==> src/rtl/core/ogeae_pkg.sv <==
`default_nettype none

package ogeae_pkg;

  localparam int unsigned WordW = 12;
  localparam int unsigned ScW   = 5;
  localparam int unsigned CntW  = 5;

  // s_axis_tdata layout
  localparam int unsigned InIrLo = 0;
  localparam int unsigned InAcLo = InIrLo + WordW;
  localparam int unsigned InLkLo = InAcLo + WordW;
  localparam int unsigned InNwLo = InLkLo + 1;
  localparam int unsigned InBits = InNwLo + WordW;
  localparam int unsigned InW    = ((InBits + 7) / 8) * 8;

  // m_axis_tdata layout
  localparam int unsigned OutBits = WordW + 1 + WordW + ScW + 4;
  localparam int unsigned OutW    = ((OutBits + 7) / 8) * 8;

  localparam logic [CntW-1:0] MulDivSteps = CntW'(WordW);
  localparam logic [CntW-1:0] ShlMaxSteps = CntW'(2 * WordW + 1);
  localparam logic [CntW-1:0] ShrMaxSteps = CntW'(2 * WordW);

  // Group 3 middle field, instruction bits 6..4
  localparam logic [2:0] MidNone   = 3'd0;
  localparam logic [2:0] MidMql    = 3'd1;
  localparam logic [2:0] MidSca    = 3'd2;
  localparam logic [2:0] MidScaMql = 3'd3;
  localparam logic [2:0] MidMqa    = 3'd4;
  localparam logic [2:0] MidSwp    = 3'd5;
  localparam logic [2:0] MidMqaSca = 3'd6;
  localparam logic [2:0] MidAll    = 3'd7;

  // Group 3 last field, instruction bits 3..1
  localparam logic [2:0] EaeNop = 3'd0;
  localparam logic [2:0] EaeScl = 3'd1;
  localparam logic [2:0] EaeMuy = 3'd2;
  localparam logic [2:0] EaeDvi = 3'd3;
  localparam logic [2:0] EaeNmi = 3'd4;
  localparam logic [2:0] EaeShl = 3'd5;
  localparam logic [2:0] EaeAsr = 3'd6;
  localparam logic [2:0] EaeLsr = 3'd7;

endpackage

`default_nettype wire

==> src/rtl/core/operate_group_eae_unit.sv <==
`default_nettype none

// Operate-instruction unit with extended arithmetic element. One item carries the
// instruction, AC, link and the following word; one result item returns AC, link,
// MQ, step counter and the skip, operand-used, halt and invalid flags. MQ and the
// step counter live here and carry over from item to item. Group 1 and group 2
// instructions, SCL, NMI and an overflowing divide are done in the accept cycle and
// need no steps. MUY and DVI share one 13-bit adder/subtractor that handles one
// multiplier or quotient bit per cycle. SHL, ASR and LSR shift one bit position per
// cycle. A new item is taken once the previous result sits in the output register,
// even while it waits there. The user writes the switch register through cfg_we_i /
// cfg_wdata_i only while idle; the block itself does not enforce this.

module operate_group_eae_unit (
  input  logic                        clk_i,
  input  logic                        rst_ni,
  input  logic                        cfg_we_i,
  input  logic [ogeae_pkg::WordW-1:0] cfg_wdata_i,
  input  logic                        s_axis_tvalid,
  output logic                        s_axis_tready,
  // instr_word, acc_in, link_in, next_word, zero pad
  input  logic [ogeae_pkg::InW-1:0]   s_axis_tdata,
  output logic                        m_axis_tvalid,
  input  logic                        m_axis_tready,
  // acc_out, link_out, mq_out, step_count_out, skip_next, consumed_next,
  // halt_req, invalid_op, zero pad
  output logic [ogeae_pkg::OutW-1:0]  m_axis_tdata
);
  import ogeae_pkg::*;

  localparam logic StIdle = 1'b0;
  localparam logic StRun  = 1'b1;

  logic             state_q, state_d;
  logic [2:0]       op_q, op_d;
  logic [CntW-1:0]  cnt_q, cnt_d;
  logic [WordW-1:0] ac_q, ac_d;
  logic             lk_q, lk_d;
  logic [WordW-1:0] mq_q, mq_d;
  logic [ScW-1:0]   sc_q, sc_d;
  logic [WordW-1:0] nw_q, nw_d;
  logic [3:0]       flags_q, flags_d;
  logic [WordW-1:0] sw_q;
  logic             out_valid_q;
  logic [OutW-1:0]  out_data_q;

  logic [WordW-1:0] in_ir, in_ac, in_nw;
  logic             in_lk;
  logic             accept, finish;

  logic [WordW-1:0] ac_a, mq_a;
  logic             lk_a;
  logic [ScW-1:0]   sc_a;
  logic [2:0]       op_a;
  logic [CntW-1:0]  cnt_a;
  logic             skip_a, used_a, halt_a, bad_a;
  logic [WordW:0]   inc;
  logic             sel;

  logic [WordW:0]   alu_a, alu_b;
  logic             alu_sub;
  logic [WordW+1:0] alu_res;

  assign in_ir = s_axis_tdata[InIrLo +: WordW];
  assign in_ac = s_axis_tdata[InAcLo +: WordW];
  assign in_lk = s_axis_tdata[InLkLo];
  assign in_nw = s_axis_tdata[InNwLo +: WordW];

  assign s_axis_tready = (state_q == StIdle);
  assign accept        = s_axis_tvalid && s_axis_tready;
  assign finish        = (state_q == StRun) && (cnt_q == '0)
                         && (!out_valid_q || m_axis_tready);

  // decode and first stage, done in the accept cycle
  always_comb begin
    ac_a   = in_ac;
    lk_a   = in_lk;
    mq_a   = mq_q;
    sc_a   = sc_q;
    op_a   = EaeNop;
    cnt_a  = '0;
    skip_a = 1'b0;
    used_a = 1'b0;
    halt_a = 1'b0;
    bad_a  = 1'b0;
    inc    = '0;
    sel    = 1'b0;
    if (!in_ir[8]) begin
      if (in_ir[7]) ac_a = '0;
      if (in_ir[6]) lk_a = 1'b0;
      if (in_ir[5]) ac_a = ~ac_a;
      if (in_ir[4]) lk_a = ~lk_a;
      if (in_ir[0]) begin
        inc  = {1'b0, ac_a} + {{WordW{1'b0}}, 1'b1};
        ac_a = inc[WordW-1:0];
        lk_a = lk_a ^ inc[WordW];
      end
      if (in_ir[2]) begin
        {lk_a, ac_a} = {ac_a, lk_a};
        if (in_ir[1]) {lk_a, ac_a} = {ac_a, lk_a};
      end
      if (in_ir[3]) begin
        {lk_a, ac_a} = {ac_a[0], lk_a, ac_a[WordW-1:1]};
        if (in_ir[1]) {lk_a, ac_a} = {ac_a[0], lk_a, ac_a[WordW-1:1]};
      end
      if (in_ir[1] && !in_ir[3] && !in_ir[2]) begin
        ac_a = {ac_a[WordW/2-1:0], ac_a[WordW-1:WordW/2]};
      end
    end else if (!in_ir[0]) begin
      sel = (in_ir[4] && in_lk) || (in_ir[5] && (in_ac == '0))
            || (in_ir[6] && in_ac[WordW-1]);
      skip_a = in_ir[3] ? !sel : sel;
      if (in_ir[7]) ac_a = '0;
      if (in_ir[2]) ac_a = ac_a | sw_q;
      halt_a = in_ir[1];
    end else begin
      if (in_ir[7]) ac_a = '0;
      case (in_ir[6:4]) inside
        MidMql:                    mq_a = ac_a;
        MidSca:                    ac_a = ac_a | {{(WordW-ScW){1'b0}}, sc_q};
        MidMqa:                    ac_a = ac_a | mq_q;
        MidSwp: begin
          mq_a = ac_a;
          ac_a = mq_q;
        end
        MidScaMql, MidMqaSca, MidAll: bad_a = 1'b1;
        default: ;
      endcase
      case (in_ir[3:1])
        EaeScl: begin
          sc_a   = ~in_nw[ScW-1:0];
          used_a = 1'b1;
        end
        EaeMuy: begin
          ac_a   = '0;
          op_a   = EaeMuy;
          cnt_a  = MulDivSteps;
          used_a = 1'b1;
        end
        EaeDvi: begin
          used_a = 1'b1;
          if (ac_a >= in_nw) begin
            lk_a = 1'b1;
          end else begin
            lk_a  = 1'b0;
            op_a  = EaeDvi;
            cnt_a = MulDivSteps;
          end
        end
        EaeNmi: bad_a = 1'b1;
        EaeShl: begin
          op_a   = EaeShl;
          cnt_a  = (in_nw >= WordW'(ShlMaxSteps - 1'b1)) ? ShlMaxSteps
                                                         : in_nw[CntW-1:0] + 1'b1;
          used_a = 1'b1;
        end
        EaeAsr, EaeLsr: begin
          op_a   = in_ir[3:1];
          cnt_a  = (in_nw >= WordW'(ShrMaxSteps - 1'b1)) ? ShrMaxSteps
                                                         : in_nw[CntW-1:0] + 1'b1;
          used_a = 1'b1;
        end
        default: ;
      endcase
    end
  end

  // shared adder/subtractor for multiply and divide steps
  always_comb begin
    alu_a   = '0;
    alu_b   = '0;
    alu_sub = 1'b0;
    case (op_q)
      EaeMuy: begin
        alu_a = {1'b0, ac_q};
        alu_b = mq_q[0] ? {1'b0, nw_q} : '0;
      end
      EaeDvi: begin
        alu_a   = {ac_q, mq_q[WordW-1]};
        alu_b   = {1'b0, nw_q};
        alu_sub = 1'b1;
      end
      default: ;
    endcase
    alu_res = alu_sub ? ({1'b0, alu_a} - {1'b0, alu_b})
                      : ({1'b0, alu_a} + {1'b0, alu_b});
  end

  always_comb begin
    state_d = state_q;
    op_d    = op_q;
    cnt_d   = cnt_q;
    ac_d    = ac_q;
    lk_d    = lk_q;
    mq_d    = mq_q;
    sc_d    = sc_q;
    nw_d    = nw_q;
    flags_d = flags_q;
    unique case (state_q)
      StIdle: begin
        if (accept) begin
          state_d = StRun;
          op_d    = op_a;
          cnt_d   = cnt_a;
          ac_d    = ac_a;
          lk_d    = lk_a;
          mq_d    = mq_a;
          sc_d    = sc_a;
          nw_d    = in_nw;
          flags_d = {bad_a, halt_a, used_a, skip_a};
        end
      end
      StRun: begin
        if (cnt_q != '0) begin
          cnt_d = cnt_q - 1'b1;
          case (op_q)
            EaeMuy: begin
              ac_d = alu_res[WordW:1];
              mq_d = {alu_res[0], mq_q[WordW-1:1]};
            end
            EaeDvi: begin
              ac_d = alu_res[WordW+1] ? alu_a[WordW-1:0] : alu_res[WordW-1:0];
              mq_d = {mq_q[WordW-2:0], !alu_res[WordW+1]};
            end
            EaeShl:  {lk_d, ac_d, mq_d} = {ac_q, mq_q, 1'b0};
            EaeAsr:  {ac_d, mq_d} = {ac_q[WordW-1], ac_q, mq_q[WordW-1:1]};
            EaeLsr:  {ac_d, mq_d} = {1'b0, ac_q, mq_q[WordW-1:1]};
            default: ;
          endcase
        end else if (finish) begin
          state_d = StIdle;
        end
      end
      default: state_d = StIdle;
    endcase
  end

  always_ff @(posedge clk_i or negedge rst_ni) begin
    if (!rst_ni) begin
      state_q     <= StIdle;
      cnt_q       <= '0;
      op_q        <= EaeNop;
      mq_q        <= '0;
      sc_q        <= '0;
      sw_q        <= '0;
      out_valid_q <= 1'b0;
    end else begin
      state_q <= state_d;
      cnt_q   <= cnt_d;
      op_q    <= op_d;
      mq_q    <= mq_d;
      sc_q    <= sc_d;
      if (cfg_we_i) sw_q <= cfg_wdata_i;
      if (finish) begin
        out_valid_q <= 1'b1;
      end else if (m_axis_tready) begin
        out_valid_q <= 1'b0;
      end
    end
  end

  always_ff @(posedge clk_i) begin
    ac_q    <= ac_d;
    lk_q    <= lk_d;
    nw_q    <= nw_d;
    flags_q <= flags_d;
    if (finish) begin
      out_data_q <= {{(OutW-OutBits){1'b0}}, flags_q, sc_q, mq_q, lk_q, ac_q};
    end
  end

  assign m_axis_tvalid = out_valid_q;
  assign m_axis_tdata  = out_data_q;

`ifndef SYNTH
  a_busy_after_accept: assert property (@(posedge clk_i) disable iff (!rst_ni)
    s_axis_tvalid && s_axis_tready |=> !s_axis_tready)
    else $error("unit ready right after taking an item");

  a_step_bound: assert property (@(posedge clk_i) disable iff (!rst_ni)
    cnt_q <= ShlMaxSteps)
    else $error("step count beyond longest shift");

  a_finish_shows: assert property (@(posedge clk_i) disable iff (!rst_ni)
    finish |=> m_axis_tvalid && s_axis_tready)
    else $error("finished item not presented");

  a_flag_groups: assert property (@(posedge clk_i) disable iff (!rst_ni)
    m_axis_tvalid |-> !((m_axis_tdata[OutBits-4] || m_axis_tdata[OutBits-2])
                        && (m_axis_tdata[OutBits-3] || m_axis_tdata[OutBits-1])))
    else $error("group 2 and group 3 flags both set");
`endif

endmodule

`default_nettype wire

==> config.mk <==
export PLATFORM = sky130hd
export DESIGN_NAME = operate_group_eae_unit
export DESIGN_NICKNAME = d
export VERILOG_FILES = /design/src/rtl/core/ogeae_pkg.sv /design/src/rtl/core/operate_group_eae_unit.sv
export SDC_FILE = /design/constraint.sdc
export NUM_CORES = 1
export LEC_CHECK = 0
export BUFFER_PORTS_ARGS = -buffer_cell sky130_fd_sc_hd__buf_2
export CAP_MARGIN = 20
export CORE_MARGIN = 4
export CORE_UTILIZATION = 30
export DETAILED_ROUTE_END_ITERATION = 16
export SYNTH_ARGS = -nofsm -noshare
export SYNTH_HDL_FRONTEND = slang
export SYNTH_SLANG_ARGS = --single-unit
==> constraint.sdc <==
create_clock -name clk_i -period 4.5 [get_ports clk_i]
set_clock_uncertainty 0.2 [all_clocks]
set_input_delay 0.45 -clock clk_i [delete_from_list [all_inputs] [get_ports clk_i]]
set_output_delay 0.45 -clock clk_i [all_outputs]
set_load 0.005 [all_outputs]
**Word level (Yosys, flattened, before mapping)**

Index checks and enable logic that the tools add are counted.

- Output and inout bits: 42
- Register bits: 102
- Word-level logic and storage cells: 183
- Input bits: 57

- Equal/unequal tests: 31
- Muxes and demuxes: 88
- Reductions and logical operators: 33
- Bitwise operators: 9
- $lt $le $gt $ge: 3
- Add/sub/neg operators: 5

Operators with widths:

| kind | count |
|---|---|
| $mux W12 | 36 |
| $pmux W12 S2 | 3 |
| $pmux W12 S5 | 1 |
| $pmux W12 S4 | 1 |
| $eq A3 B3 Y1 const B | 11 |
| $mux W1 | 30 |
| $mux W5 | 6 |
| $pmux W13 S2 | 1 |
| $ge A12 B5 Y1 const B | 2 |
| $or A12 B12 Y12 | 2 |
| $pmux W5 S4 | 1 |
| $eq A3 B2 Y1 const B | 6 |
| $add A13 B13 Y14 | 1 |
| $mux W14 | 1 |
| $sub A13 B13 Y14 | 1 |
| $add A12 B1 Y13 const B | 1 |
| $ge A12 B12 Y1 | 1 |
| $logic_not A12 Y1 | 1 |
| $not A12 Y12 | 1 |
| $or A12 B5 Y12 | 1 |
| $pmux W3 S4 | 1 |
| $ne A2 B1 Y1 const B | 5 |
| $pmux W5 S2 | 1 |
| $logic_and A1 B1 Y1 | 8 |
| 29 further kinds | 46 |

**Depth between registers and ports, before layout**

- Depth in word-level cells: 16
- Gate-level depth with buffers: 20
- Gate-level depth less buffers: 19

**Least setup slack after synthesis**

OpenSTA, ideal clock, no wires.

- Kind: reg2reg
- Start point: register op_q[2]
- End point: register ac_q[5], data pin
- Library setup time: 0.256 ns
- Arrival: 4.006 ns
- Path slack: 0.039 ns
- Period minus slack after synthesis: 4.461 ns
- Required time: 4.044 ns
- Stages on the path, launching flop included: 21
- Buffers on the path: 2
- Path through: dfrtp_1 -> nand2b_1 -> nor2_1 -> clkbuf_1 -> nand2_1 -> ha_1 -> nor2b_1 -> nand2_1 -> o21ai_0 -> mux2i_1 -> nand2b_1 -> ha_1 -> o2111ai_1 -> nor4b_1 -> o21ai_0 -> a41o_1 -> mux2i_2 -> buf_4 -> mux2i_1 -> a21oi_1 -> a31o_2

- Word-level cells in the longest chain between the ends: 8
- Elaborated cells on any way between the ends: 15
- Those cells by class: 2 x add/sub; 5 x eq/ne; 8 x mux

RTL lines:

| item | RTL line | RTL |
|---|---|---|
| from (decl) | operate_group_eae_unit.sv:35 | `logic [2:0] op_q, op_d;` |
| from (signal assigned) | operate_group_eae_unit.sv:242 | `op_q <= EaeNop;` |
| from (signal assigned) | operate_group_eae_unit.sv:250 | `op_q <= op_d;` |
| $eq A3 B2 Y1 | operate_group_eae_unit.sv:173, operate_group_eae_unit.sv:216 |  |
| $pmux W13 S2 or $pmux W12 S2 (tied branches) | operate_group_eae_unit.sv:173 | `case (op_q)` |
| $add A13 B13 Y14 or $sub A13 B13 Y14 (tied branches) | operate_group_eae_unit.sv:186, operate_group_eae_unit.sv:185 |  |
| $mux W14 | operate_group_eae_unit.sv:185 | `alu_res = alu_sub ? ({1'b0, alu_a} - {1'b0, alu_b})` |
| $mux W12 | operate_group_eae_unit.sv:222 | `ac_d = alu_res[WordW+1] ? alu_a[WordW-1:0] : alu_res[WordW-1:0];` |
| $pmux W12 S5 (*) | operate_group_eae_unit.sv:216 | `case (op_q)` |
| $mux W12 (*) | operate_group_eae_unit.sv:214 | `if (cnt_q != '0) begin` |
| $pmux W12 S2 (*) | operate_group_eae_unit.sv:199 | `unique case (state_q)` |
| via ac_d[5] | operate_group_eae_unit.sv:37 | `logic [WordW-1:0] ac_q, ac_d;` |
| to (signal assigned) | operate_group_eae_unit.sv:263 | `ac_q <= ac_d;` |
| to (decl) | operate_group_eae_unit.sv:37 |  |

Mark *: on every way through the listed nets, which the timed path passes. The rest lies on a longest branch. The select of a mux whose other input is x is not followed.
A chain may end at the register's enable or synchronous reset.

**Worst setup path in the final report**

- Start point: register mq_q[0]
- End point: register ac_q[8], data pin

- Word-level cells in the longest chain between the ends: 8
- Elaborated cells on any way between the ends: 9
- Those cells by class: 2 x add/sub; 7 x mux

RTL lines:

| item | RTL line | RTL |
|---|---|---|
| from (decl) | operate_group_eae_unit.sv:39 | `logic [WordW-1:0] mq_q, mq_d;` |
| from (signal assigned) | operate_group_eae_unit.sv:251 | `mq_q <= mq_d;` |
| $mux W12 (*) | operate_group_eae_unit.sv:176 | `alu_b = mq_q[0] ? {1'b0, nw_q} : '0;` |
| $pmux W12 S2 (*) | operate_group_eae_unit.sv:173 |  |
| $add A13 B13 Y14 or $sub A13 B13 Y14 (tied branches) | operate_group_eae_unit.sv:186, operate_group_eae_unit.sv:185 |  |
| $mux W14 (*) | operate_group_eae_unit.sv:185 |  |
| $mux W12 | operate_group_eae_unit.sv:222 |  |
| $pmux W12 S5 (*) | operate_group_eae_unit.sv:216 |  |
| $mux W12 (*) | operate_group_eae_unit.sv:214 |  |
| $pmux W12 S2 (*) | operate_group_eae_unit.sv:199 |  |
| via ac_d[8] | operate_group_eae_unit.sv:37 |  |

Marks and branches as above.

==> impl_metrics.yaml <==
run_status:
  status: "completed"
timing:
  period_share_pct: 93.0
  worst-slew-pin-transition_ns: 0.950
  rsz0062_at_grt: "false"
  max_freq_ghz: 0.239
  relSlewSlack_pct: 36.7
  hold_violations: 0
  fin_crit_ns: 4.18
  setup_viol: 0
  tns_ns: 0
  drv_slew: 0
pwr:
  p_sw_mw: 2.77
  p_leak_nw: 3.68
  p_clk_share_pct: 12.9
  pwr-share-seq_pct: 26.4
  combinationalPowerShare_pct: 60.7
  p_sw_share_pct: 43.7
  irDropWorstVdd_mv: 0.379
  cell_internal_pwr_mw: 3.58
  power_density_nw_per_um2: 675
route:
  finalWirelength_mm: 26.9
  vias: 7748
  drt_iter0_markers: 797
  drc: 0
  first_pass_iters: 5
  wl_per_cell_um: 19.5
  antenna_left: 0
  routed_via_density: 5.63
clock_tree:
  cts.root.buffer_cell: "clkbuf_16"
  clkSinkCount: 102
  postCtsHoldBufs: 0
  clockBufferDepth: 2
  htreeDepth: 3
  path_clk_slew_ns: 0.08
  cts_tree: "done"
  cts_made_buffers: 9
  insertion_delay_ns: 0.36
yosys:
  synth_area_um2: 8220
  synthArstFlopShare_pct: 38.2
  yosysWarnings: 0
  synth-edff-count: 63
  ys_seq_area_share_pct: 34.9
  ys_ff_latch: 102
  synth.distinct_cells: 84
  ys.flop_type: "edfxtp_1"
  postSynthCellCount: 956
  syn_avg_cell_area_um2: 8.60
worst_hold_path:
  hold_class: "in2async"
die:
  die_h_um: 174
  initial_core_util_pct: 30.5
  core_um2: 27000
  rows: 60
  die_area_um2: 30100
  die_w_um: 174
  io_pins: 99
placement:
  numPortBuffers: 86
  placedInstanceArea_um2: 9050
  gp_congestion: 0.954
  hpwl_mm: 20.7
critical_path:
  critPathKind: "reg2reg"
  cp.required_ns: 4.38
  cp_max_fo: 5
  critPathLaunchType: "register"
  end_kind: "register"
  worst-endpoint-arrival_ns: 4.07
cells_and_area:
  drive_above_1_share_pct: 17.6
  fin_util_pct: 34.9
  antennaDiodeCount: 0
  mostFrequentLayoutCells: "93 x nor2_1, 91 x a21oi_1, 86 x buf_2"
  final_nets: 1117
  final_common_cell: "nor2_1"
  stdcell_area_um2: 9410
  syn_to_final_growth_pct: 14.4
global_routing:
  grt_usage_pct: 17.3
  grt-ovfl-total: 0
  grt_pass1_wl_mm: 41.8
  antenna_found_initial: 0
  grt_max_degree: 46
  grt_pass1_vias: 7377
flow_run:
  cap_violations: 0
## power by group through the flow
stage          sequential, mW  clock (mW)  combinational, mW
6_report                 1.67       0.819               3.85
5_1_grt                  1.71       0.869               4.19
3_3_place_gp             1.69           0               3.63
3_5_place_dp             1.70           0               3.67
4_1_cts                  1.68       0.832               3.70
2_1_floorplan            1.60           0               2.70
## cell families after synthesis
group,synth area share (%)
buf+inv,5.02
compound gates,25.6
fa+ha+maj,4.81
simple gates,18.4
mux,7.55
xor+xnor,3.68
flops,34.9
other cells,0.0456
## worst max-delay path, cell delays in order (launching register included)
cell and delay [ns]:
dfrtp_1 0.40, nor2_1 0.15, nor2_2 0.06, nand2_1 0.10
ha_2 0.22, nor2b_2 0.16, nand2_1 0.09, o31a_1 0.25
a31oi_1 0.15, o21ai_0 0.11, ha_1 0.31, o2111ai_1 0.17
nor4b_2 0.24, o21ai_1 0.10, a41o_1 0.23, mux2i_2 0.27
buf_4 0.16, mux2_2 0.33, nand3_1 0.11, nand4_1 0.09
## cell usage after synthesis, types with 7 or more instances
library cell | instances | area share [%]
nor3_1 | 19 | 1.2
xnor2_1 | 23 | 2.5
a31oi_1 | 15 | 1.1
edfxtp_1 | 63 | 23
clkbuf_1 | 41 | 1.9
o21a_1 | 8 | 0.73
a22oi_1 | 8 | 0.73
buf_4 | 8 | 0.73
a221oi_1 | 8 | 0.85
xor2_1 | 9 | 0.96
nor2_1 | 94 | 4.3
a21oi_1 | 92 | 5.6
o2111ai_1 | 7 | 0.75
nand2b_1 | 12 | 0.91
mux2i_1 | 28 | 3.4
nor2b_1 | 28 | 2.1
a21o_1 | 7 | 0.64
a22o_1 | 7 | 0.75
inv_1 | 33 | 1.5
dfrtp_1 | 39 | 12
o21ai_0 | 79 | 4.8
ha_1 | 30 | 4.6
a211oi_1 | 12 | 1.1
mux2_2 | 29 | 4.0
nor4_1 | 10 | 0.76
o211ai_1 | 14 | 1.3
o221ai_1 | 8 | 0.85
nand2_1 | 83 | 3.8
nand3_1 | 17 | 1.0
o31ai_1 | 7 | 0.64
## flip-flops by register name (all words and copies together), names as in the netlist
register and cells:
lk_q 1, cnt_q 5, sc_q 5, mq_q 12, ac_q 12, op_q 3
m_axis_tdata 34, sw_q 12, m_axis_tvalid 1, nw_q 12, flags_q 4, state_q 1
## repair_timing
item                                    in CTS  in global routing
resized for setup                            0                  7
endpoints found under the setup margin       0                 10
setup buffers                                0                  1
## metal layers
layer  global-route usage, %  routed length (um)  share of wire (%)  vias up
met4                    6.62                1030                3.8        0
met2                    28.7               12700                 47      309
li1                        -                   -                  -     3725
met1                    22.9               11600                 43     3671
met5                       0                   0                  0        -
met3                    2.31                1550                5.8       43
## worst paths after layout
| kind | from | to | slack, ns | depth (start not counted) |
|---|---|---|---|---|
| max reg2reg | mq_q[0] | ac_q[8] | 0.32 | 19 |
| min in group clk_i | m_axis_tready | m_axis_tvalid | 0.09 | 2 |
| max in group asynchronous | rst_ni | state_q | 3.46 | 1 |
| min | rst_ni | sw_q[11] | 0.04 | 1 |
| min reg2reg | flags_q[1] | m_axis_tdata[31] | 0.22 | 0 |
| max | mq_q[0] | ac_q[8] | 0.32 | 19 |
## through the flow
step,total power [mW],setup slack (ns),instances,hold WS [ns]
6_report,6.35,0.315,1375,0.0395
5_1_grt,6.77,0.00374,1375,0.0990
4_1_cts,6.21,0.253,1373,0.0759
3_5_place_dp,5.37,0.282,1357,0.205
3_3_place_gp,5.32,0.282,1357,0.206
2_1_floorplan,4.30,0.0386,961,-0.0456
## layout make-up
| type | instances | area [um2] |
|---|---|---|
| Sequential cell | 102 | 2870 |
| Inverter | 35 | 131 |
| Timing Repair Buffer | 118 | 687 |
| Clock inverter | 7 | 78.8 |
| Tap cell | 341 | 427 |
| Clock buffer | 9 | 225 |
| Multi-Input combinational cell | 763 | 4990 |
| Fill cell | 2767 | 17500 |
Power figures use the tool's default switching activity.
